`src/hdl/hpd_pkg.sv`:
```
// Shared types, sizes and codes for the Huffman pair-list decoder.
`default_nettype none
package hpd_pkg;

   // Number of byte symbols the tree covers (2 to 256).
   localparam int SYMBOLS = 256;

   // Field widths fixed by the word formats.
   localparam int KIND_W   = 2;
   localparam int SLOT_W   = 8;
   localparam int SYM_W    = 8;
   localparam int STATUS_W = 3;
   localparam int BIT_W    = 3;

   // Node ids: leaves are the symbol value, inner node k is INNER_BASE + k.
   localparam int NODE_W     = 9;
   localparam int INNER_BASE = 256;

   // Storage sizes that follow from the symbol count.
   localparam int SLOT_DEPTH    = SYMBOLS;
   localparam int SLOT_AW       = $clog2(SYMBOLS);
   localparam int SLOT_ENTRY_W  = NODE_W + 1;
   localparam int CHILD_DEPTH   = SYMBOLS - 1;
   localparam int CHILD_AW      = (CHILD_DEPTH > 1) ? $clog2(CHILD_DEPTH) : 1;
   localparam int CHILD_ENTRY_W = 2 * NODE_W;
   localparam int MERGE_W       = $clog2(SYMBOLS);

   localparam logic [MERGE_W-1:0]  FULL_COUNT = MERGE_W'(SYMBOLS - 1);
   localparam logic [CHILD_AW-1:0] ROOT_IDX   = CHILD_AW'(SYMBOLS - 2);
   localparam logic [SLOT_W:0]     SLOT_LIMIT = (SLOT_W + 1)'(SYMBOLS);
   localparam logic [NODE_W-1:0]   INNER_ID   = NODE_W'(INNER_BASE);
   localparam logic [BIT_W-1:0]    TOP_BIT    = BIT_W'(SYM_W - 1);

   // Command queue between the front and the back.
   localparam int QUEUE_DEPTH = 2;
   localparam int QUEUE_AW    = $clog2(QUEUE_DEPTH);
   localparam int QUEUE_CW    = $clog2(QUEUE_DEPTH + 1);

   // Input word kinds.
   localparam logic [KIND_W-1:0] KIND_START = 2'd0;
   localparam logic [KIND_W-1:0] KIND_PAIR  = 2'd1;
   localparam logic [KIND_W-1:0] KIND_CODE  = 2'd2;

   // Result status codes.
   localparam logic [STATUS_W-1:0] ST_OK         = 3'd0;
   localparam logic [STATUS_W-1:0] ST_INCOMPLETE = 3'd1;
   localparam logic [STATUS_W-1:0] ST_BAD_PAIR   = 3'd2;
   localparam logic [STATUS_W-1:0] ST_TOO_MANY   = 3'd3;
   localparam logic [STATUS_W-1:0] ST_NO_ROOT    = 3'd4;

   // Operation decided by the front for each accepted word.
   typedef enum logic [2:0] {
      OP_START,
      OP_PAIR,
      OP_PAIR_BAD,
      OP_CODE,
      OP_OTHER
   } op_type;

   typedef struct packed {
      op_type             op;
      logic [SLOT_W-1:0]  first_slot;
      logic [SLOT_W-1:0]  second_slot;
      logic [SYM_W-1:0]   code_byte;
   } cmd_type;

endpackage
`default_nettype wire

```
`src/hdl/hpd_req_if.sv`:
```
// Request channel: one input word with valid/ready handshake.
`default_nettype none
interface hpd_req_if;
   logic                        valid;
   logic                        ready;
   logic [hpd_pkg::KIND_W-1:0]  kind;
   logic [hpd_pkg::SLOT_W-1:0]  first_slot;
   logic [hpd_pkg::SLOT_W-1:0]  second_slot;
   logic [hpd_pkg::SYM_W-1:0]   code_byte;

   modport source (output valid, kind, first_slot, second_slot, code_byte, input ready);
   modport sink   (input valid, kind, first_slot, second_slot, code_byte, output ready);
endinterface
`default_nettype wire

```
`src/hdl/hpd_front.sv`:
```
// Front end: accepts request words and classifies them into commands.
`default_nettype none
module hpd_front (
   hpd_req_if.sink             req_ch,
   output logic                push_valid,
   input  logic                push_ready,
   output hpd_pkg::cmd_type    push_cmd
);

   logic pair_bad;

   // A pair is rejected outright if it names one slot twice or a slot past the symbol range.
   assign pair_bad = (req_ch.first_slot == req_ch.second_slot)
                  || ({1'b0, req_ch.first_slot}  >= hpd_pkg::SLOT_LIMIT)
                  || ({1'b0, req_ch.second_slot} >= hpd_pkg::SLOT_LIMIT);

   always_comb begin
      push_cmd.first_slot  = req_ch.first_slot;
      push_cmd.second_slot = req_ch.second_slot;
      push_cmd.code_byte   = req_ch.code_byte;
      case (req_ch.kind)
         hpd_pkg::KIND_START: begin
            push_cmd.op = hpd_pkg::OP_START;
         end
         hpd_pkg::KIND_PAIR: begin
            push_cmd.op = pair_bad ? hpd_pkg::OP_PAIR_BAD : hpd_pkg::OP_PAIR;
         end
         hpd_pkg::KIND_CODE: begin
            push_cmd.op = hpd_pkg::OP_CODE;
         end
         default: begin
            push_cmd.op = hpd_pkg::OP_OTHER;
         end
      endcase
   end

   assign push_valid   = req_ch.valid;
   assign req_ch.ready = push_ready;

endmodule
`default_nettype wire

```
`src/flat_wrapper.sv`:
```
// flat-port wrapper written by rule: the top's interface ports become plain ports
module hpd_front_flat 
  (push_valid, push_ready, push_cmd, req_ch_valid, req_ch_kind, req_ch_first_slot, req_ch_second_slot, req_ch_code_byte, req_ch_ready);
  hpd_req_if req_ch_i ();
  output logic push_valid;
  input  logic push_ready;
  output hpd_pkg::cmd_type push_cmd;
  input wire logic [$bits(req_ch_i.valid)-1:0] req_ch_valid;
  input wire logic [$bits(req_ch_i.kind)-1:0] req_ch_kind;
  input wire logic [$bits(req_ch_i.first_slot)-1:0] req_ch_first_slot;
  input wire logic [$bits(req_ch_i.second_slot)-1:0] req_ch_second_slot;
  input wire logic [$bits(req_ch_i.code_byte)-1:0] req_ch_code_byte;
  output wire logic [$bits(req_ch_i.ready)-1:0] req_ch_ready;
  assign req_ch_i.valid = req_ch_valid;
  assign req_ch_i.kind = req_ch_kind;
  assign req_ch_i.first_slot = req_ch_first_slot;
  assign req_ch_i.second_slot = req_ch_second_slot;
  assign req_ch_i.code_byte = req_ch_code_byte;
  assign req_ch_ready = req_ch_i.ready;
  hpd_front u_core (.req_ch(req_ch_i), .push_valid(push_valid), .push_ready(push_ready), .push_cmd(push_cmd));
endmodule
```
`config.mk`:
```
export PLATFORM = sky130hd
export DESIGN_NAME = hpd_front_flat
export DESIGN_NICKNAME = d
export VERILOG_FILES = /design/src/hdl/hpd_pkg.sv /design/src/hdl/hpd_req_if.sv /design/src/hdl/hpd_front.sv /design/src/flat_wrapper.sv
export SDC_FILE = /design/constraint.sdc
export NUM_CORES = 1
export LEC_CHECK = 0
export BUFFER_PORTS_ARGS = -buffer_cell sky130_fd_sc_hd__buf_2
export CORE_AREA = 2 2 39 41
export DETAILED_ROUTE_END_ITERATION = 6
export DIE_AREA = 0 0 41 43
export GPL_TIMING_DRIVEN = 0
export PLACE_DENSITY = 0.74
export SYNTH_ARGS = -nofsm -noshare
export SYNTH_HDL_FRONTEND = slang
export SYNTH_SLANG_ARGS = --single-unit
```
`constraint.sdc`:
```
create_clock -name vclk -period 0.8
set_input_delay 0.12 -clock vclk [all_inputs]
set_output_delay 0.12 -clock vclk [all_outputs]
set_load 0.005 [all_outputs]
```
==> impl_metrics.py <==
metrics = {
    "placement": {
        "placement.io_buffers": 47,
        "place_ws_ps": -249,
        "gp_congestion": 0.589,
        "dp_cells": 105,
    },
    "detailed_routing": {
        "wl_per_cell_um": 8.59,
        "drc": 0,
        "wl_um": 902,
        "ant_nets": 0,
        "vias_per_cell": 3.89,
        "drt-pass1-iter-count": 2,
        "drt_iter0_markers": 4,
        "via_count": 408,
    },
    "pwr": {
        "peakVddDrop_mv": 0.179,
        "powerDensity_nw_per_um2": 518,
        "p_leak_nw": 0.405,
        "p_total_w": 0.000361,
    },
    "run_status": {
        "failed_checks": "setup timing",
        "status": "complete, but fails checks",
    },
    "layout": {
        "seq_cells": 0,
        "antenna_cells": 0,
        "area_growth_pct": 122,
        "instances_no_fill": 105,
        "nClkBuffers": 0,
        "final_common_cell": "buf_2",
        "regArea_um2": 0,
        "drive_gt1_share_pct": 89.9,
        "final_cell_mix": "35 x buf_2, 26 x buf_4, 12 x buf_6",
        "nets": 119,
    },
    "clock_tree": {
        "cts_hold_buffers": 0,
    },
    "synth": {
        "seq_area_frac_synth_pct": 0,
        "syn_area_um2": 313,
        "avgSynthCellArea_um2": 7.45,
        "ys_types": 8,
        "yosysWarnings": 0,
        "syn_nets": 70,
        "synthCells": 42,
    },
    "setup_path": {
        "critPathSlowestCell": "o31ai_1",
        "crit_buf_inv": 2,
        "crit_path_start_kind": "input pin",
        "worst-path-max-fanout": 2,
        "endpoint_kind": "output pin",
        "max_stage_delay_ps": 230,
        "crit_type": "in2out",
        "crit_family": "buffers and inverters",
        "cp.required_ps": 680,
        "cp.arrival_ps": 860,
        "crit_chain": "buf_6 -> xnor2_2 -> nand4_1 -> o31ai_1 -> buf_2",
    },
    "sta": {
        "final_hold_viol_count": 0,
        "period_share_pct": 122,
        "slew_viol_final": 0,
        "fmax_mhz": 1020,
        "relSlewSlack_pct": 88.3,
        "finalCriticalPeriod_ps": 980,
        "setup_violations": 2,
        "rsz0062_at_grt": "yes",
        "finalSetupTns_ps": -295,
        "setup_ws_ps": -180,
        "hold_ws_ps": 405,
        "worstMarginPinSlew_ps": 175,
    },
    "die": {
        "die_x_um": 41,
        "num_rows": 14,
        "ios": 57,
        "die_h_um": 43,
        "fp.coreArea_um2": 1380,
        "die_area_um2": 1760,
        "start_util_pct": 22.6,
    },
    "worst_hold_path": {
        "hp-class": "in2out",
    },
    "grt": {
        "grt_pass1_vias": 354,
        "antenna_found_initial": 0,
        "grt_pass1_wl_mm": 1.19,
        "grtUsageTotal_pct": 8.90,
        "grt_overflow": 0,
        "grt_max_degree": 4,
    },
    "run": {
        "maxCapViolations": 0,
    },
}
[path summary, 6_finish.rpt]
kind / endpoint / from / cells past startpoint
setup / recovery: push_cmd[25] / req_ch_first_slot[5] / 5
hold / removal: push_cmd[0] / req_ch_code_byte[0] / 2
[synthesized netlist by cell type]
cell | instances | area, um2
nor2_1 | 1 | 3.75
nand2b_1 | 2 | 12.5
o31ai_1 | 1 | 7.51
xnor2_1 | 8 | 70.1
nand4_1 | 2 | 12.5
o21ai_0 | 1 | 5.00
and2_1 | 1 | 6.26
buf_4 | 26 | 195
[per-stage QoR]
stage          utilization [%]  area, um2
2_1_floorplan                -        313
3_3_place_gp              41.0        568
3_5_place_dp              41.0        568
4_1_cts                   47.4        656
5_1_grt                   50.3        696
6_report                  50.3        696
[layout make-up]
| cell class | count | area [um2] |
|---|---|---|
| plain buffers | 26 | 195 |
| multi-input cells | 16 | 170 |
| well taps | 16 | 20.0 |
| repair buffers | 47 | 310 |
| fillers | 145 | 688 |
[kinds of logic (layout without fill, tap and decap cells)]
kind of cell,count (synthesis),in the layout,share of synthesized area [%]
buffers and inverters,26,73,62.4
XOR/XNOR,8,8,22.4
AND/OR/NAND/NOR,6,6,11.2
AO/OA/AOI/OAI,2,2,4.00
[power by group]
part / leakage, nW / switching (W) / total [W] / internal (W)
logic: 0.405 / 0.000110 / 0.000361 / 0.000251
clock network: 0 / 0 / 0 / 0
registers: 0 / 0 / 0 / 0
[repair_timing]
| action | CTS | global route |
|---|---|---|
| buffers inserted | 0 | 0 |
| pin swaps | 9 | 5 |
| endpoints found under the setup margin | 2 | 2 |
| gates resized for setup | 15 | 10 |
| hold endpoints to repair | 0 | 0 |
[routing by layer]
metal	part of all wire (%)	vias up	track usage [%]
li1	-	201	-
met1	26	183	7.30
met2	63	22	19.7
met3	7.9	2	0
met4	2.3	0	2.00
met5	0	-	0
(Power assumes the default switching activity.)
