`src/hdl/hpd_pkg.sv`:
```
// Shared types, sizes and codes for the Huffman pair-list decoder.
`default_nettype none
package hpd_pkg;

   // Number of byte symbols the tree covers (2 to 256).
   localparam int SYMBOLS = 256;

   // Field widths fixed by the word formats.
   localparam int KIND_W   = 2;
   localparam int SLOT_W   = 8;
   localparam int SYM_W    = 8;
   localparam int STATUS_W = 3;
   localparam int BIT_W    = 3;

   // Node ids: leaves are the symbol value, inner node k is INNER_BASE + k.
   localparam int NODE_W     = 9;
   localparam int INNER_BASE = 256;

   // Storage sizes that follow from the symbol count.
   localparam int SLOT_DEPTH    = SYMBOLS;
   localparam int SLOT_AW       = $clog2(SYMBOLS);
   localparam int SLOT_ENTRY_W  = NODE_W + 1;
   localparam int CHILD_DEPTH   = SYMBOLS - 1;
   localparam int CHILD_AW      = (CHILD_DEPTH > 1) ? $clog2(CHILD_DEPTH) : 1;
   localparam int CHILD_ENTRY_W = 2 * NODE_W;
   localparam int MERGE_W       = $clog2(SYMBOLS);

   localparam logic [MERGE_W-1:0]  FULL_COUNT = MERGE_W'(SYMBOLS - 1);
   localparam logic [CHILD_AW-1:0] ROOT_IDX   = CHILD_AW'(SYMBOLS - 2);
   localparam logic [SLOT_W:0]     SLOT_LIMIT = (SLOT_W + 1)'(SYMBOLS);
   localparam logic [NODE_W-1:0]   INNER_ID   = NODE_W'(INNER_BASE);
   localparam logic [BIT_W-1:0]    TOP_BIT    = BIT_W'(SYM_W - 1);

   // Command queue between the front and the back.
   localparam int QUEUE_DEPTH = 2;
   localparam int QUEUE_AW    = $clog2(QUEUE_DEPTH);
   localparam int QUEUE_CW    = $clog2(QUEUE_DEPTH + 1);

   // Input word kinds.
   localparam logic [KIND_W-1:0] KIND_START = 2'd0;
   localparam logic [KIND_W-1:0] KIND_PAIR  = 2'd1;
   localparam logic [KIND_W-1:0] KIND_CODE  = 2'd2;

   // Result status codes.
   localparam logic [STATUS_W-1:0] ST_OK         = 3'd0;
   localparam logic [STATUS_W-1:0] ST_INCOMPLETE = 3'd1;
   localparam logic [STATUS_W-1:0] ST_BAD_PAIR   = 3'd2;
   localparam logic [STATUS_W-1:0] ST_TOO_MANY   = 3'd3;
   localparam logic [STATUS_W-1:0] ST_NO_ROOT    = 3'd4;

   // Operation decided by the front for each accepted word.
   typedef enum logic [2:0] {
      OP_START,
      OP_PAIR,
      OP_PAIR_BAD,
      OP_CODE,
      OP_OTHER
   } op_type;

   typedef struct packed {
      op_type             op;
      logic [SLOT_W-1:0]  first_slot;
      logic [SLOT_W-1:0]  second_slot;
      logic [SYM_W-1:0]   code_byte;
   } cmd_type;

endpackage
`default_nettype wire

```
`src/hdl/hpd_queue.sv`:
```
// Short command queue that decouples the front end from the back end.
`default_nettype none
module hpd_queue (
   input  logic                clock,
   input  logic                reset,
   input  logic                push_valid,
   output logic                push_ready,
   input  hpd_pkg::cmd_type    push_cmd,
   output logic                pop_valid,
   input  logic                pop_ready,
   output hpd_pkg::cmd_type    pop_cmd
);

   hpd_pkg::cmd_type                 entry_ff [hpd_pkg::QUEUE_DEPTH];
   logic [hpd_pkg::QUEUE_AW-1:0]     wr_ptr_ff, wr_ptr_in;
   logic [hpd_pkg::QUEUE_AW-1:0]     rd_ptr_ff, rd_ptr_in;
   logic [hpd_pkg::QUEUE_CW-1:0]     count_ff, count_in;
   logic                             do_push, do_pop;

   assign push_ready = (count_ff != hpd_pkg::QUEUE_CW'(hpd_pkg::QUEUE_DEPTH));
   assign pop_valid  = (count_ff != '0);
   assign pop_cmd    = entry_ff[rd_ptr_ff];
   assign do_push    = push_valid && push_ready;
   assign do_pop     = pop_valid && pop_ready;

   always_comb begin
      wr_ptr_in = wr_ptr_ff;
      rd_ptr_in = rd_ptr_ff;
      count_in  = count_ff;
      if (do_push) begin
         wr_ptr_in = (wr_ptr_ff == hpd_pkg::QUEUE_AW'(hpd_pkg::QUEUE_DEPTH - 1))
                   ? '0 : wr_ptr_ff + 1'b1;
      end
      if (do_pop) begin
         rd_ptr_in = (rd_ptr_ff == hpd_pkg::QUEUE_AW'(hpd_pkg::QUEUE_DEPTH - 1))
                   ? '0 : rd_ptr_ff + 1'b1;
      end
      if (do_push && !do_pop) begin
         count_in = count_ff + 1'b1;
      end else if (do_pop && !do_push) begin
         count_in = count_ff - 1'b1;
      end
   end

   always_ff @(posedge clock) begin
      if (reset) begin
         wr_ptr_ff <= '0;
         rd_ptr_ff <= '0;
         count_ff  <= '0;
      end else begin
         wr_ptr_ff <= wr_ptr_in;
         rd_ptr_ff <= rd_ptr_in;
         count_ff  <= count_in;
      end
   end

   always_ff @(posedge clock) begin
      if (do_push) begin
         entry_ff[wr_ptr_ff] <= push_cmd;
      end
   end

endmodule
`default_nettype wire

```
`config.mk`:
```
export PLATFORM = sky130hd
export DESIGN_NAME = hpd_queue
export DESIGN_NICKNAME = d
export VERILOG_FILES = /design/src/hdl/hpd_pkg.sv /design/src/hdl/hpd_queue.sv
export SDC_FILE = /design/constraint.sdc
export NUM_CORES = 1
export LEC_CHECK = 0
export ABC_AREA = 1
export BUFFER_PORTS_ARGS = -buffer_cell sky130_fd_sc_hd__buf_4
export CAP_MARGIN = 20
export CELL_PAD_IN_SITES_DETAIL_PLACEMENT = 0
export CELL_PAD_IN_SITES_GLOBAL_PLACEMENT = 1
export CORE_UTILIZATION = 30
export DETAILED_ROUTE_END_ITERATION = 8
export GPL_ROUTABILITY_DRIVEN = 0
export HOLD_SLACK_MARGIN = 0.05
export PLACE_DENSITY = 0.63
export SLEW_MARGIN = 20
export SYNTH_ARGS = -nofsm -noshare
export SYNTH_HDL_FRONTEND = slang
export SYNTH_SLANG_ARGS = --single-unit
```
`constraint.sdc`:
```
create_clock -name clock -period 3.6 [get_ports clock]
set_clock_uncertainty 0.2 [all_clocks]
set_input_delay 0.54 -clock clock [delete_from_list [all_inputs] [get_ports clock]]
set_output_delay 0.54 -clock clock [all_outputs]
set_load 0.01 [all_outputs]
```
==> results.yml, run 1 <==
status:
  status: "completed"
clocking:
  htreeDepth: 3
  clockRootBuffer: "clkbuf_8"
  cts_setup_buffers: 0
  post_cts_resized: 0
  cts_max_path_buffers: 2
  cts.sinks: 59
  cts_hold_buf: 0
  cts_tree: "yes"
  path_clk_slew_ns: 0.07
  clock_latency_ns: 0.32
  cts_buffers: 9
yosys:
  ys_seq_elements: 59
  yosysWarnings: 0
  synth_area_sq_um: 2290
  ys_types: 14
  synthAdderAreaFrac_pct: 0.546
  synth-simple-area-share_pct: 3.33
  synth_compound_area_share_pct: 0.874
  synth_xor_area_share_pct: 0
  synth_top_family_by_area: "multiplexers"
  synth.mux.area_fraction_pct: 16.5
  syn_avg_cell_area_sq_um: 18.9
  yosysSeqAreaShare_pct: 75.2
  postSynthCellCount: 121
  syn_nets: 153
grt:
  grt_max_degree: 28
  use_met1_pct: 13.0
  globalRouteMet2Util_pct: 15.3
  grt_pass1_vias: 1178
  antenna_found_initial: 0
  busiest_layer: "met2"
  overflow: 0
  grt_use_total_pct: 10.3
  met3_usage_pct: 3.79
  grt_pass1_wl_um: 5700
sta:
  finalMaxSlewViolations: 0
  final-hold-violation-count: 0
  tns_ns: 0
  fin_crit_sh_pct: 70.5
  fin_crit_ns: 2.54
  setup_viol: 0
  rsz0062_at_grt: "false"
  fmax_mhz: 394
  worst_slew_pin_slew_ns: 0.879
  max_slew_margin_pct: 41.4
placement:
  dp.cells: 278
  port_buffers: 59
  dp_hpwl_um: 2530
floorplanning:
  rows: 31
  core-area_sq_um: 7330
  fp.dieArea_sq_um: 7990
  die_h_um: 89.4
  ios: 60
  initial_core_util_pct: 31.3
  die_w_um: 89.4
final_layout:
  antenna_cells: 0
  nFillCells: 669
  fin_cells: 294
  nets: 222
  seq_area_sq_um: 1720
  drive_gt1_share_pct: 53.3
  area_growth_pct: 32.5
  multi_input_area_sq_um: 493
setup_path:
  cp_cell_sequence: "mux2_2, buf_4"
  cp_slowest_cell: "dfxtp_2"
  crit_required_ns: 2.86
  arrival_ns: 1.80
  path_class: "reg -> out"
  crit_path_start_kind: "register"
  critPathMaxStageDelay_ns: 0.89
  cp-end-kind: "primary output"
  cp_max_fo: 27
hold_path:
  holdCritPathClass: "in -> reg"
route:
  initialDrtViolationCount: 72
  vias_per_cell: 4.11
  vias: 1209
  drt_pass1_iterations: 4
  routedWlPerCell_um: 13.0
  ant_nets: 0
  routed_wl_um: 3820
  drc_errors: 0
power:
  fin_total_pwr_mw: 2.09
  p_leak_nw: 1.20
  ir_drop_uv: 363
  p_per_area_nw_per_um2: 687
run:
  cap_viol_max_count: 0
worst max-delay path, delay by kind of cell (launching register included):
| kind | cells | cell delay (ns) |
|---|---|---|
| flops | 1 | 0.89 |
| buf+inv | 1 | 0.14 |
| mux | 1 | 0.41 |
cell usage in the layout, fill, tap and decap left out:
cell	n
buf_4	61
edfxtp_1	54
mux2_4	20
nand2_1	9
clkbuf_8	9
inv_1	8
mux2_2	7
nor2_1	5
dfxtp_1	4
nor2_2	2
o21ai_0	2
a21oi_1	2
nand3_1	2
clkinv_1	2
bufinv_16	2
nand4_1	1
ha_1	1
dfxtp_2	1
clkinv_2	1
clkinvlp_4	1
clkbuf_1	1
per-stage QoR:
step	utilization, %	setup WS [ns]	area [sq um]	hold slack (ns)
floorplan	-	1.21	2290	0.265
global placement	38.6	1.37	2830	0.280
detailed placement	38.6	1.35	2830	0.290
CTS	41.4	0.985	3040	0.182
global route	41.4	0.930	3040	0.178
finish	41.4	1.06	3040	0.201
cell type report:
type	count	share of cell area (%)
Inverter	8	0.989
Timing Repair Buffer	61	15.1
Multi-Input combinational cell	51	16.2
Tap cell	99	4.08
Sequential cell	59	56.8
Clock inverter	6	2.64
Clock buffer	10	4.20
where the power goes:
group	total [mW]	switching (mW)	internal [mW]
registers	0.939	0.0705	0.869
clock network	0.625	0.241	0.384
logic	0.521	0.224	0.298
final timing paths:
path,endpoint,slack [ns],startpoint,cells past startpoint
worst max register to register,entry_ff[0][14]$_DFFE_PP_,1.58,count_ff[0]$_SDFFE_PP0P_,5
worst min-delay path,entry_ff[1][3]$_DFFE_PP_,0.20,push_cmd[3],1
worst min register to register,register,0.30,rd_ptr_ff$_SDFFE_PP0P_,2
worst max-delay path,pop_cmd[14],1.06,register,2
per-layer routing:
| layer | share of wire, % | wire [um] |
|---|---|---|
| met4 | 1.2 | 45 |
| met2 | 48 | 1850 |
| met3 | 5.9 | 226 |
| met5 | 0 | 0 |
| met1 | 44 | 1700 |
cells in the mapped netlist:
| cell type | number | area, sq um |
|---|---|---|
| edfxtp_1 | 54 | 1620 |
| nand4_1 | 1 | 6.26 |
| nand3_1 | 2 | 10.0 |
| inv_1 | 8 | 30.0 |
| mux2_4 | 20 | 300 |
| mux2_2 | 7 | 78.8 |
| ha_1 | 1 | 12.5 |
| nor2_1 | 7 | 26.3 |
| o21ai_0 | 2 | 10.0 |
| buf_6 | 1 | 11.3 |
| nand2_1 | 9 | 33.8 |
| dfxtp_1 | 5 | 100 |
| a21oi_1 | 2 | 10.0 |
| buf_12 | 2 | 40.0 |
sequential cells by signal, indices dropped and copies added, names as in the netlist, named ones only:
signal,cells
wr_ptr_ff,1
count_ff,2
rd_ptr_ff,1
entry_ff,54
logic make-up (layout without fill, tap and decap cells):
kind of cell,count (synthesis),after routing
buffers and inverters,11,85
AOI/OAI and AO/OA,4,4
muxes,27,27
and+or+nand+nor,19,19
DFF,59,59
adders and majority gates,1,1
Note: power is estimated with default switching activity, not from simulation.
==> inputs of run 2 (changes only) <==
ABC_AREA = 0   (was 1)
clock period = 2.5 ns   (was 3.6 ns; I/O delays follow)
==> results.yml, run 2 <==
final_layout:
  largestRegisters: "entry_ff (54), count_ff (2)"
  area_growth_pct: 48.2
  regMostFlops: "entry_ff"
  drive_gt1_share_pct: 50.5
  final_common_cell: "buf_4"
  seq_area_sq_um: 1720
  final_cell_mix: "buf_4 (63), edfxtp_1 (54), dlygate4sd3_1 (28)"
  final_area_sq_um: 3210
  largest_reg_flops: 54
  nFillCells: 630
  fin_cells: 308
  multi_input_area_sq_um: 423
  antenna_cells: 0
  nets: 239
sta:
  final-hold-violation-count: 0
  fmax_mhz: 497
  max_slew_margin_pct: 74.4
  fin_ws_ns: 0.487
  fin_crit_ns: 2.01
  setup_viol: 0
  tns_ns: 0
  worst_slew_pin_slew_ns: 0.385
  rsz0062_at_grt: "false"
  fin_crit_sh_pct: 80.5
  finalMaxSlewViolations: 0
placement:
  dp_hpwl_um: 2590
  place_area_sq_um: 2740
  preCtsSetupSlack_ns: 0.649
  dp.cells: 264
  port_buffers: 59
yosys:
  postSynthCellCount: 108
  syn_avg_cell_area_sq_um: 20.1
  yosys.area.top_type: "edfxtp_1"
  synth_common_cells: "edfxtp_1 (54), mux2_2 (27), dfxtp_1 (5), nor2_1 (3), xor2_1 (3)"
  yosysMostFrequentCell: "edfxtp_1"
  yosysTopAreaCellShare_pct: 74.8
  yosysSeqAreaShare_pct: 79.4
  synth_area_leaders: "edfxtp_1 (75%), mux2_2 (14%), dfxtp_1 (4.6%)"
  synth_area_sq_um: 2170
  syn_nets: 140
  ys_types: 18
  async_flop_share_pct: 0
  ys.flop_type: "edfxtp_1"
  ys_seq_elements: 59
  synth_edf_count: 54
  yosysWarnings: 0
route:
  routed_wl_um: 3970
  drt_pass1_iterations: 4
  drc_errors: 0
  initialDrtViolationCount: 45
  vias_per_cell: 4.18
  ant_nets: 0
  vias: 1286
  routedWlPerCell_um: 12.9
hold_path:
  holdCritPathClass: "in -> reg"
setup_path:
  critPathMaxStageDelay_ns: 0.38
  crit_path_start_kind: "register"
  cp-end-kind: "primary output"
  cp_cell_sequence: "buf_4, mux2_2, buf_4"
  crit_family: "buffers and inverters"
  path_class: "reg -> out"
  path_buf_inv: 2
  crit_required_ns: 1.92
  cp_slowest_cell: "mux2_2"
  cp_max_fo: 15
  arrival_ns: 1.44
  path_common_cell: "buf_4"
clocking:
  clockRootBuffer: "clkbuf_8"
  cts_setup_buffers: 0
  cts_tree: "yes"
  cts.sinks: 59
  htreeDepth: 3
  post_cts_resized: 0
  clock_latency_ns: 0.32
  cts_buffers: 9
  path_clk_slew_ns: 0.06
  cts_max_path_buffers: 2
power:
  ir_drop_uv: 392
  p_per_area_nw_per_um2: 911
  p_leak_nw: 1.21
  fin_total_pwr_mw: 2.93
floorplanning:
  die_h_um: 87.0
  ios: 60
  core-area_sq_um: 6870
  rows: 30
  initial_core_util_pct: 31.6
  die_w_um: 87.0
  fp.dieArea_sq_um: 7570
grt:
  grt_pass1_wl_um: 6220
  antenna_found_initial: 0
  grt_use_total_pct: 11.4
  grt_pass1_vias: 1336
  grt_max_degree: 28
  overflow: 0
status:
  status: "completed"
run:
  cap_viol_max_count: 0
-- run 2: cell types whose count changed after synthesis, sizes merged, moves of 2 or more --
cell	before	now
inv	8	1
nand3	2	0
nor2	7	3
nand2	9	0
xor2	0	3
-- run 2: cells by family after synthesis --
logic type / synth area share, %
compound gates: 1.38
xor+xnor: 1.21
fa+ha+maj: 0.577
buf+inv: 1.10
flops: 79.4
mux: 14.0
simple gates: 2.31
-- run 2: timing repair --
action	CTS	global route
hold buffers	28	0
hold endpoints to repair	59	0
setup endpoints to repair	0	0
-- run 2: final timing paths --
| check | start | to | depth (start not counted) | slack (ns) |
|---|---|---|---|---|
| hold / removal | push_valid | wr_ptr_ff$_SDFFE_PP0P_ | 3 | 0.15 |
| hold reg to reg | rd_ptr_ff$_SDFFE_PP0P_ | rd_ptr_ff$_SDFFE_PP0P_ | 2 | 0.31 |
| setup / recovery | register | pop_cmd[19] | 3 | 0.49 |
| setup reg to reg | count_ff[0]$_SDFFE_PP0P_ | count_ff[1]$_SDFFE_PP0P_ | 5 | 0.65 |
-- run 2: metal layers --
| layer | global-route usage [%] | part of all wire (%) | up-vias |
|---|---|---|---|
| met1 | 13.2 | 44 | 621 |
| met2 | 18.6 | 49 | 43 |
| li1 | - | - | 614 |
| met5 | 0 | 0 | - |
| met4 | 6.82 | 1.5 | 0 |
| met3 | 3.70 | 5.9 | 8 |
-- run 2: layout make-up --
type	count	share of cell area [%]
Clock buffer	9	3.85
Sequential cell	59	53.6
Timing Repair Buffer	91	23.4
Clock inverter	7	2.14
Tap cell	96	3.74
Inverter	1	0.117
Multi-Input combinational cell	45	13.2
-- run 2: stage by stage --
stage	utilization (%)	hold WS (ns)
6_report	46.8	0.155
5_1_grt	46.8	0.157
4_1_cts	46.8	0.136
3_5_place_dp	39.9	0.299
3_3_place_gp	39.9	0.287
2_1_floorplan	-	0.244
-- run 2: power breakdown --
group | total, mW | switching [mW] | internal (mW) | leakage, nW
registers | 1.28 | 0.0455 | 1.24 | 0.546
clock network | 0.821 | 0.368 | 0.454 | 0.0849
logic | 0.824 | 0.372 | 0.452 | 0.581
total | 2.93 | 0.785 | 2.14 | 1.21
-- run 2: tightest hold or removal path: cells and delay by family --
family / cells / cell delay, ns
AO/OA/AOI/OAI: 2 / 0.16
buffers and inverters: 1 / 0.10
